--- config.mk ---
export PLATFORM = sky130hd
export DESIGN_NAME = vliw_bundle_former
export DESIGN_NICKNAME = d
export VERILOG_FILES = /design/src/design/vbf_pkg.sv /design/src/design/vbf_front.sv /design/src/design/vbf_queue.sv /design/src/design/vbf_back.sv /design/src/design/vliw_bundle_former.sv
export SDC_FILE = /design/constraint.sdc
export NUM_CORES = 1
export LEC_CHECK = 0
export ABC_AREA = 1
export BUFFER_PORTS_ARGS = -buffer_cell sky130_fd_sc_hd__buf_2
export CORE_AREA = 4 4 216 218
export DETAILED_ROUTE_END_ITERATION = 10
export DIE_AREA = 0 0 220 222
export PLACE_DENSITY_LB_ADDON = 0.3
export SLEW_MARGIN = 25
export SYNTH_ARGS = -nofsm -noshare
export SYNTH_HDL_FRONTEND = slang
export SYNTH_SLANG_ARGS = --single-unit
--- constraint.sdc ---
create_clock -name clk -period 8.4 [get_ports clk]
set_input_delay 1.26 -clock clk [delete_from_list [all_inputs] [get_ports clk]]
set_output_delay 1.26 -clock clk [all_outputs]
set_load 0.01 [all_outputs]
--- src/design/vbf_pkg.sv ---
// Package for the VLIW bundle former: request and event payload types,
// configuration struct, register codes and the hint rule.
// Depends on nothing; every other design file refers to it by scoped names.
package vbf_pkg;

	localparam int LANE_REGS   = 4;
	localparam int MAX_LANES   = 4;
	localparam int LANE_LIMIT  = (MAX_LANES < LANE_REGS) ? MAX_LANES : LANE_REGS;
	localparam int NUM_CLASSES = 10;
	localparam int MAX_RES     = 3;

	localparam logic [2:0] REG_BUNDLE_WIDTH = 3'd0;
	localparam logic [2:0] REG_LANE0_CLS    = 3'd1;
	localparam logic [2:0] REG_LANE1_CLS    = 3'd2;
	localparam logic [2:0] REG_LANE2_CLS    = 3'd3;
	localparam logic [2:0] REG_LANE3_CLS    = 3'd4;
	localparam logic [2:0] REG_ALLOW_SHORT  = 3'd5;
	localparam logic [2:0] REG_HINT_SINGLE  = 3'd6;

	typedef enum logic [1:0] {
		EV_PLACED    = 2'd0,
		EV_CLOSED    = 2'd1,
		EV_UNBUNDLED = 2'd2
	} event_t;

	typedef struct packed {
		logic       operation;
		logic [3:0] op_class;
		logic [6:0] src_reg_a;
		logic [6:0] src_reg_b;
		logic [6:0] src_reg_c;
		logic [6:0] dst_reg_a;
		logic [6:0] dst_reg_b;
	} instr_t;

	typedef struct packed {
		logic [1:0] event_res;
		logic [1:0] lane;
		logic [2:0] bundle_size;
		logic       emit_hint;
		logic       last;
	} evt_t;

	// All results caused by one request, in delivery order.
	typedef struct packed {
		logic [1:0]         cnt;
		evt_t [MAX_RES-1:0] res;
	} grp_t;

	typedef struct packed {
		logic [2:0]                bundle_width;
		logic [LANE_REGS-1:0][9:0] lane_cls;
		logic                      allow_short;
		logic                      hint_single;
	} cfg_t;

	function automatic logic bundle_hint(input logic [2:0] n, input logic [2:0] w,
			input logic allow_short, input logic hint_single);
		logic h;
		if (n >= w) begin
			h = 1'b1;
		end else if (n >= 3'd2) begin
			h = allow_short;
		end else begin
			h = hint_single;
		end
		return h;
	endfunction

	function automatic evt_t close_evt(input logic [2:0] n, input logic hint,
			input logic is_last);
		evt_t e;
		e.event_res   = EV_CLOSED;
		e.lane        = 2'd0;
		e.bundle_size = n;
		e.emit_hint   = hint;
		e.last        = is_last;
		return e;
	endfunction

endpackage

--- src/design/vbf_front.sv ---
// Front end of the bundle former: accepts requests, checks register hazards,
// picks a lane and updates the open-bundle state. Depends on vbf_pkg.
module vbf_front #(
	parameter int REG_IDS = 128
) (
	input  logic          clk,
	input  logic          arst_n,
	input  vbf_pkg::cfg_t cfg,
	input  logic          instr_valid,
	input  vbf_pkg::instr_t instr,
	output logic          instr_stall,
	input  logic          q_full,
	output logic          push,
	output vbf_pkg::grp_t grp
);

	localparam int SLOTS = vbf_pkg::LANE_LIMIT;
	localparam int SW    = $clog2(SLOTS);

	// one slot per instruction of the open bundle; count_q marks the live ones
	logic [6:0] src_q [SLOTS][3];
	logic [6:0] dst_q [SLOTS][2];
	logic [vbf_pkg::LANE_REGS-1:0] busy_q, busy_n, busy_eff, legal, cand;
	logic [2:0] count_q, count_n, cnt_base, cnt_new, w;
	logic [6:0] srcs [3];
	logic [6:0] dsts [2];
	logic [6:0] sreg [3];
	logic [6:0] dreg [2];
	logic accept, dep, restart, pre, placed, post, wr_slot;
	logic [1:0] lane;
	logic [SW-1:0] slot_idx;
	vbf_pkg::evt_t main_e, pre_e, post_e, bar_e;

	assign instr_stall = q_full;
	assign accept      = instr_valid && !q_full;

	assign srcs[0] = instr.src_reg_a;
	assign srcs[1] = instr.src_reg_b;
	assign srcs[2] = instr.src_reg_c;
	assign dsts[0] = instr.dst_reg_a;
	assign dsts[1] = instr.dst_reg_b;

	// clamp the configured width to 1 .. lane limit
	always_comb begin
		if (cfg.bundle_width == 3'd0) begin
			w = 3'd1;
		end else if (32'(cfg.bundle_width) > vbf_pkg::LANE_LIMIT) begin
			w = 3'(vbf_pkg::LANE_LIMIT);
		end else begin
			w = cfg.bundle_width;
		end
	end

	// registers out of range count as none
	always_comb begin
		for (int i = 0; i < 3; i++) begin
			sreg[i] = (32'(srcs[i]) < REG_IDS) ? srcs[i] : 7'd0;
		end
		for (int i = 0; i < 2; i++) begin
			dreg[i] = (32'(dsts[i]) < REG_IDS) ? dsts[i] : 7'd0;
		end
	end

	// RAW, WAW and WAR against every live slot of the open bundle
	always_comb begin
		dep = 1'b0;
		for (int s = 0; s < SLOTS; s++) begin
			if (32'(s) < 32'(count_q)) begin
				for (int j = 0; j < 2; j++) begin
					for (int i = 0; i < 3; i++) begin
						if (sreg[i] != 7'd0 && sreg[i] == dst_q[s][j]) dep = 1'b1;
					end
					for (int i = 0; i < 2; i++) begin
						if (dreg[i] != 7'd0 && dreg[i] == dst_q[s][j]) dep = 1'b1;
					end
				end
				for (int k = 0; k < 3; k++) begin
					for (int i = 0; i < 2; i++) begin
						if (dreg[i] != 7'd0 && dreg[i] == src_q[s][k]) dep = 1'b1;
					end
				end
			end
		end
	end

	always_comb begin
		for (int l = 0; l < vbf_pkg::LANE_REGS; l++) begin
			legal[l] = (32'(instr.op_class) < vbf_pkg::NUM_CLASSES) && (l < 32'(w)) &&
				((32'(instr.op_class) < vbf_pkg::NUM_CLASSES) ?
				cfg.lane_cls[l][instr.op_class] : 1'b0);
		end
	end

	// restart: hazard, or no free legal lane in the open bundle
	assign restart  = dep || ((legal & ~busy_q) == '0);
	assign pre      = restart && (count_q != 3'd0);
	assign busy_eff = restart ? '0 : busy_q;
	assign cand     = legal & ~busy_eff;
	assign placed   = |cand;
	assign cnt_base = restart ? 3'd0 : count_q;
	assign cnt_new  = cnt_base + 3'd1;
	assign post     = placed && (cnt_new >= w);

	always_comb begin
		lane = 2'd0;
		for (int l = vbf_pkg::LANE_REGS - 1; l >= 0; l--) begin
			if (cand[l]) lane = 2'(l);
		end
	end

	always_comb begin
		main_e.event_res   = placed ? vbf_pkg::EV_PLACED : vbf_pkg::EV_UNBUNDLED;
		main_e.lane        = placed ? lane : 2'd0;
		main_e.bundle_size = 3'd0;
		main_e.emit_hint   = 1'b0;
		main_e.last        = !post;
		pre_e  = vbf_pkg::close_evt(count_q,
			vbf_pkg::bundle_hint(count_q, w, cfg.allow_short, cfg.hint_single), 1'b0);
		post_e = vbf_pkg::close_evt(cnt_new,
			vbf_pkg::bundle_hint(cnt_new, w, cfg.allow_short, cfg.hint_single), 1'b1);
		bar_e  = vbf_pkg::close_evt(count_q,
			vbf_pkg::bundle_hint(count_q, w, cfg.allow_short, cfg.hint_single), 1'b1);
	end

	always_comb begin
		grp.res = '0;
		if (instr.operation) begin
			grp.res[0] = bar_e;
			grp.cnt    = (count_q != 3'd0) ? 2'd1 : 2'd0;
		end else begin
			grp.res[0] = pre ? pre_e : main_e;
			grp.res[1] = pre ? main_e : post_e;
			grp.res[2] = post_e;
			grp.cnt    = 2'd1 + 2'(pre) + 2'(post);
		end
	end

	assign push = accept && (grp.cnt != 2'd0);

	// next bundle state
	always_comb begin
		busy_n  = busy_eff;
		count_n = cnt_base;
		if (instr.operation || post) begin
			busy_n  = '0;
			count_n = 3'd0;
		end else if (placed) begin
			busy_n[lane] = 1'b1;
			count_n      = cnt_new;
		end
	end

	// record the placed instruction's registers in the next free slot
	assign wr_slot  = accept && !instr.operation && placed;
	assign slot_idx = cnt_base[SW-1:0];

	always_ff @(posedge clk) begin
		if (wr_slot) begin
			for (int i = 0; i < 3; i++) src_q[slot_idx][i] <= sreg[i];
			for (int i = 0; i < 2; i++) dst_q[slot_idx][i] <= dreg[i];
		end
	end

	always_ff @(posedge clk or negedge arst_n) begin
		if (!arst_n) begin
			busy_q  <= '0;
			count_q <= 3'd0;
		end else if (accept) begin
			busy_q  <= busy_n;
			count_q <= count_n;
		end
	end

endmodule

--- src/design/vbf_queue.sv ---
// Four-entry queue of result groups between front and back end.
// Depends on vbf_pkg for the group type.
module vbf_queue (
	input  logic          clk,
	input  logic          arst_n,
	input  logic          push,
	input  vbf_pkg::grp_t wdata,
	output logic          full,
	input  logic          pop,
	output logic          nonempty,
	output vbf_pkg::grp_t rdata
);

	localparam int DEPTH = 4;
	localparam int AW    = $clog2(DEPTH);

	vbf_pkg::grp_t     mem_q [DEPTH];
	logic [AW-1:0]     wr_q, rd_q;
	logic [AW:0]       cnt_q;

	assign full     = (cnt_q == (AW+1)'(DEPTH));
	assign nonempty = (cnt_q != '0);
	assign rdata    = mem_q[rd_q];

	always_ff @(posedge clk) begin
		if (push) mem_q[wr_q] <= wdata;
	end

	always_ff @(posedge clk or negedge arst_n) begin
		if (!arst_n) begin
			wr_q  <= '0;
			rd_q  <= '0;
			cnt_q <= '0;
		end else begin
			if (push) wr_q <= wr_q + AW'(1);
			if (pop)  rd_q <= rd_q + AW'(1);
			cnt_q <= cnt_q + (AW+1)'(push) - (AW+1)'(pop);
		end
	end

endmodule

--- src/design/vbf_back.sv ---
// Back end of the bundle former: unrolls each queued group into single
// events through the output register. Depends on vbf_pkg.
module vbf_back (
	input  logic          clk,
	input  logic          arst_n,
	input  logic          q_nonempty,
	input  vbf_pkg::grp_t q_data,
	output logic          pop,
	output logic          evt_valid,
	input  logic          evt_stall,
	output vbf_pkg::evt_t evt
);

	logic [1:0]    idx_q;
	logic          valid_q, load, group_done;
	vbf_pkg::evt_t evt_q;

	assign load       = q_nonempty && (!valid_q || !evt_stall);
	assign group_done = (idx_q == q_data.cnt - 2'd1);
	assign pop        = load && group_done;
	assign evt_valid  = valid_q;
	assign evt        = evt_q;

	always_ff @(posedge clk) begin
		if (load) evt_q <= q_data.res[idx_q];
	end

	always_ff @(posedge clk or negedge arst_n) begin
		if (!arst_n) begin
			valid_q <= 1'b0;
			idx_q   <= 2'd0;
		end else begin
			if (load) begin
				valid_q <= 1'b1;
				idx_q   <= group_done ? 2'd0 : idx_q + 2'd1;
			end else if (!evt_stall) begin
				valid_q <= 1'b0;
			end
		end
	end

endmodule

--- src/design/vliw_bundle_former.sv ---
// Top level of the VLIW bundle former: APB register file, front end, queue
// and back end. Depends on vbf_pkg, vbf_front, vbf_queue and vbf_back.
//
//   channel | direction | handshake               | payload
//   --------+-----------+-------------------------+-------------------------
//   instr   | in        | instr_valid/instr_stall | vbf_pkg::instr_t request
//   evt     | out       | evt_valid/evt_stall     | vbf_pkg::evt_t event
//   apb     | in        | psel/penable/pready     | paddr, pwdata, prdata
//
// Flow: a request is classified in the cycle it is accepted and its group
//   enters the queue at that edge; its events are then loaded into the output
//   register one per cycle while evt_stall is low, and a request makes 0 to 3
//   events (one per result in its group).
//   Back-to-back requests are taken every cycle while the four-group queue
//   has room; the event port, not the hazard check, sets the sustained rate.
// Reset: arst_n clears the bundle count, busy lanes, queue and output valid
//   at once and loads the register defaults; the register slots of the open
//   bundle are marked stale by the zero count, so no clearing pass follows.
// Stalls: evt_stall holds the output register; the queue absorbs up to four
//   groups before instr_stall rises.
module vliw_bundle_former #(
	parameter int REG_IDS = 128
) (
	input  logic            clk,
	input  logic            arst_n,
	input  logic            instr_valid,
	output logic            instr_stall,
	input  vbf_pkg::instr_t instr,
	output logic            evt_valid,
	input  logic            evt_stall,
	output vbf_pkg::evt_t   evt,
	input  logic            psel,
	input  logic            penable,
	input  logic            pwrite,
	input  logic [4:0]      paddr,
	input  logic [31:0]     pwdata,
	output logic [31:0]     prdata,
	output logic            pready
);

	vbf_pkg::cfg_t cfg_q;
	vbf_pkg::grp_t f_grp, q_grp;
	logic          f_push, q_full, q_nonempty, b_pop, cfg_wr;
	logic [2:0]    reg_idx;

	// Register file: word addressed, writes complete in the access phase.
	assign pready  = 1'b1;
	assign reg_idx = paddr[4:2];
	assign cfg_wr  = psel && penable && pwrite && pready;

	always_ff @(posedge clk or negedge arst_n) begin
		if (!arst_n) begin
			cfg_q.bundle_width <= 3'd4;
			cfg_q.lane_cls     <= {vbf_pkg::LANE_REGS{10'h3ff}};
			cfg_q.allow_short  <= 1'b1;
			cfg_q.hint_single  <= 1'b0;
		end else if (cfg_wr) begin
			unique case (reg_idx)
				vbf_pkg::REG_BUNDLE_WIDTH: cfg_q.bundle_width <= pwdata[2:0];
				vbf_pkg::REG_LANE0_CLS:    cfg_q.lane_cls[0]  <= pwdata[9:0];
				vbf_pkg::REG_LANE1_CLS:    cfg_q.lane_cls[1]  <= pwdata[9:0];
				vbf_pkg::REG_LANE2_CLS:    cfg_q.lane_cls[2]  <= pwdata[9:0];
				vbf_pkg::REG_LANE3_CLS:    cfg_q.lane_cls[3]  <= pwdata[9:0];
				vbf_pkg::REG_ALLOW_SHORT:  cfg_q.allow_short  <= pwdata[0];
				vbf_pkg::REG_HINT_SINGLE:  cfg_q.hint_single  <= pwdata[0];
				default: ;
			endcase
		end
	end

	// Read back: unused addresses return zero.
	always_comb begin
		unique case (reg_idx)
			vbf_pkg::REG_BUNDLE_WIDTH: prdata = {29'd0, cfg_q.bundle_width};
			vbf_pkg::REG_LANE0_CLS:    prdata = {22'd0, cfg_q.lane_cls[0]};
			vbf_pkg::REG_LANE1_CLS:    prdata = {22'd0, cfg_q.lane_cls[1]};
			vbf_pkg::REG_LANE2_CLS:    prdata = {22'd0, cfg_q.lane_cls[2]};
			vbf_pkg::REG_LANE3_CLS:    prdata = {22'd0, cfg_q.lane_cls[3]};
			vbf_pkg::REG_ALLOW_SHORT:  prdata = {31'd0, cfg_q.allow_short};
			vbf_pkg::REG_HINT_SINGLE:  prdata = {31'd0, cfg_q.hint_single};
			default:                   prdata = 32'd0;
		endcase
	end

	// Front: hazard check, lane pick and bundle state, one request a cycle while the queue has room.
	vbf_front #(
		.REG_IDS(REG_IDS)
	) u_front (
		.clk         (clk),
		.arst_n      (arst_n),
		.cfg         (cfg_q),
		.instr_valid (instr_valid),
		.instr       (instr),
		.instr_stall (instr_stall),
		.q_full      (q_full),
		.push        (f_push),
		.grp         (f_grp)
	);

	// Queue: decouple the front from output back-pressure.
	vbf_queue u_queue (
		.clk      (clk),
		.arst_n   (arst_n),
		.push     (f_push),
		.wdata    (f_grp),
		.full     (q_full),
		.pop      (b_pop),
		.nonempty (q_nonempty),
		.rdata    (q_grp)
	);

	// Back: drain each group one event at a time.
	vbf_back u_back (
		.clk        (clk),
		.arst_n     (arst_n),
		.q_nonempty (q_nonempty),
		.q_data     (q_grp),
		.pop        (b_pop),
		.evt_valid  (evt_valid),
		.evt_stall  (evt_stall),
		.evt        (evt)
	);

endmodule

==> flow_metrics.tcl <==
set metrics [dict create \
    status "complete, no violations" \
    drtIter0Drc 1022 \
    ir_drop_v 0.0001597 \
    cp-startpoint "instr[3]" \
    routed.top_layer "met5" \
    final_nets 2262 \
    startpoint_type "primary input" \
    crit_top_cell "nand2_1" \
    synth-edff-count 249 \
    track_usage_pct 20.26 \
    crit_type "in2reg" \
    synth.most_common_cell "nand2_1" \
    postCtsSetupRepairBufs 0 \
    io_buffers 80 \
    synthMuxAreaShare_pct 0 \
    critical_path_cell_count 30 \
    ys_seq_elements 311 \
    wire_per_inst_um 18.00 \
    critPathCaptureType "flop" \
    antenna_found_initial 4 \
    post-route-util_pct 46.44 \
    wl_met1_um 21210 \
    slowest_stage "a31oi_1" \
    finalSetupViolCount 0 \
    ys_seq_area_share_pct 47.58 \
    r2r_cells 31 \
    dr.pass1.iters 8 \
    synth-simple-area-share_pct 20.05 \
    postRouteAntennaNets 0 \
    grt_overflow 0 \
    cts_buffers 35 \
    synth_cell_type_count 47 \
    num_rows 78 \
    slew_headroom_pct 33.13 \
    finalHoldViolCount 0 \
    drc 0 \
    fp.dieW_um 220 \
    cts_tree "done" \
    post-place-cells 2719 \
    die_area_um2 48840 \
    path_clk_slew_ns 0.06 \
    place_ws_ns 0.5229 \
    h-tree-depth 2 \
    crit_required_ns 8.60 \
    finalNonFillerCells 2786 \
    grt_max_degree 63 \
    grt_pass1_vias 13810 \
    cts_resized 0 \
    die_y_um 222 \
    fin_tns_setup_ns 0 \
    hp-start "cfg_q[2]" \
    netlist_area_um2 19080 \
    dpl_cell_area_um2 19620 \
    synth_top_area_share_pct 39.18 \
    endpoint "u_queue.mem_q[0][1]" \
    wl_met3_um 2596 \
    rr_endpoint "u_queue.mem_q[0][1]" \
    synth_top_family_by_area "simple AND/OR/NAND/NOR gates" \
    clock_latency_ns 0.56 \
    syn_to_final_growth_pct 9.238 \
    period_share_pct 86.86 \
    synthAdderAreaFrac_pct 1.351 \
    holdBufCountCts 0 \
    grt_pass1_wl_um 77450 \
    routed_wl_um 50140 \
    synth_cells 2161 \
    synthXorXnorAreaFrac_pct 17.21 \
    critical_path.max_stage_delay_ns 0.47 \
    gp_congestion 0.9195 \
    viasPerCell 5.104 \
    cpLargestDelayFamily "simple AND/OR/NAND/NOR gates" \
    cap_violations 0 \
    fmax_mhz 137.1 \
    netlist_top_cells_count "nand2_1, nor2_1, edfxtp_1" \
    synth-async-reset-ratio_pct 19.94 \
    r2r_start "u_front.dst_q[0][1]" \
    cp_max_fo 26 \
    vias 14220 \
    cts-root-buf "clkbuf_16" \
    final_area_um2 20850 \
    maxSlewViolCount 0 \
    yosys.area.top_type "edfxtp_1" \
    clock_path_buffers 3 \
    grt_setup_unrepaired "false" \
    synthTopCellsByArea "edfxtp_1, xnor2_1, nand2_1, xor2_1, dfstp_2" \
    hold_class "reg2reg" \
    cts.sinks 311 \
    rrSetupSlack_ns 2.00 \
    worst_slack_ns 1.104 \
    wl_met2_um 24520 \
    final_layout_size_suffix_gt1_share_pct 10.81 \
    worst_slew_pin_slew_ns 1.001 \
    fin_crit_ns 7.296 \
    ys.flop_type "edfxtp_1" \
    hpwlAfterDp_um 33730 \
    finalPower_mw 4.561 \
    num_io_pins 128 \
    arrival_ns 7.49 \
    synth_compound_area_share_pct 5.999 \
    leakagePower_nw 8.346 \
    core_um2 44890 \
    worst-path-buf-inv 5 \
    whs_ns 0.4928 \
    clock_skew_ns 0.03117 \
    ys_warn_count 0 \
    syn_avg_cell_area_um2 8.831 \
    start_util_pct 42.51 \
    powerDensity_nw_per_um2 218.8 \
]
==> power by group <==
part	internal, mW	leakage [nW]	switching, mW
clock	0.928	0.572	0.642
combinational	0.341	4.81	0.691
sequential	1.87	2.96	0.0855
total	3.14	8.35	1.42
==> layout by cell type (no fill, tap or decap), types with 8 or more instances in the layout <==
cell	Yosys	final
a21oi_1	19	19
buf_2	45	80
buf_4	50	19
clkbuf_16	0	35
conb_1	2	23
dfrtp_1	20	20
dfstp_2	42	42
edfxtp_1	249	249
ha_1	19	19
inv_1	149	149
inv_2	11	11
nand2_1	522	522
nand3_1	86	86
nand4_1	32	32
nor2_1	260	252
nor2_2	4	8
nor3_1	17	17
o21ai_0	117	117
o221ai_1	12	12
o22ai_1	15	15
xnor2_1	231	231
xor2_1	144	144
==> registers in the layout (all words and copies together), names as in the netlist <==
| register | count |
|---|---|
| u_back.evt | 9 |
| u_front.count_q | 3 |
| u_queue.wr_q | 2 |
| u_queue.cnt_q | 3 |
| u_queue.rd_q | 2 |
| u_front.dst_q | 56 |
| u_front.busy_q | 4 |
| u_back.evt_valid | 1 |
| u_back.idx_q | 2 |
| u_front.src_q | 84 |
| cfg_q | 45 |
| u_queue.mem_q | 100 |
==> worst min-delay path by stage <==
stage	endpoint	slack [ns]	cells past startpoint
after global routing	cfg_q[13]	0.51	2
after CTS	u_front.count_q[0]	0.49	2
final	cfg_q[2]	0.49	2
after detailed placement	u_front.count_q[0]	0.48	2
after global placement	u_front.count_q[0]	0.47	2
after floorplan	u_front.count_q[0]	0.45	2
==> layout make-up <==
class / count / area [µm²]
fill: 4254 / 24050
sequential: 311 / 9081
multi-input combinational: 1549 / 8640
clock buffer: 40 / 894.6
tap: 600 / 750.7
inverter: 160 / 600.6
timing repair buffer: 101 / 598.1
clock inverter: 22 / 275.3
antenna: 3 / 7.507
==> logic make-up (layout without fill, tap and decap cells) <==
logic type | Yosys count | in the layout
buffers and inverters | 322 | 323
and+or+nand+nor | 937 | 937
adders and majority gates | 20 | 20
other | 2 | 26
DFF | 311 | 311
xor gates and xnor gates | 375 | 375
AOI/OAI and AO/OA | 194 | 194
==> worst reg2reg max path: cells and delay by family, from the launching register on <==
family | cells | cell delay (ns)
simple gates | 17 | 2.31
buf+inv | 5 | 0.97
flops | 1 | 0.51
fa+ha+maj | 3 | 0.82
compound gates | 6 | 1.47
==> layer usage <==
| metal | vias to the layer above | GRT usage (%) |
|---|---|---|
| met5 | - | 0 |
| met4 | 2 | 8.205 |
| met3 | 106 | 2.645 |
| met2 | 421 | 33.79 |
| met1 | 6798 | 26.67 |
| li1 | 6893 | - |
No activity file was read; power rests on OpenSTA's default activity.
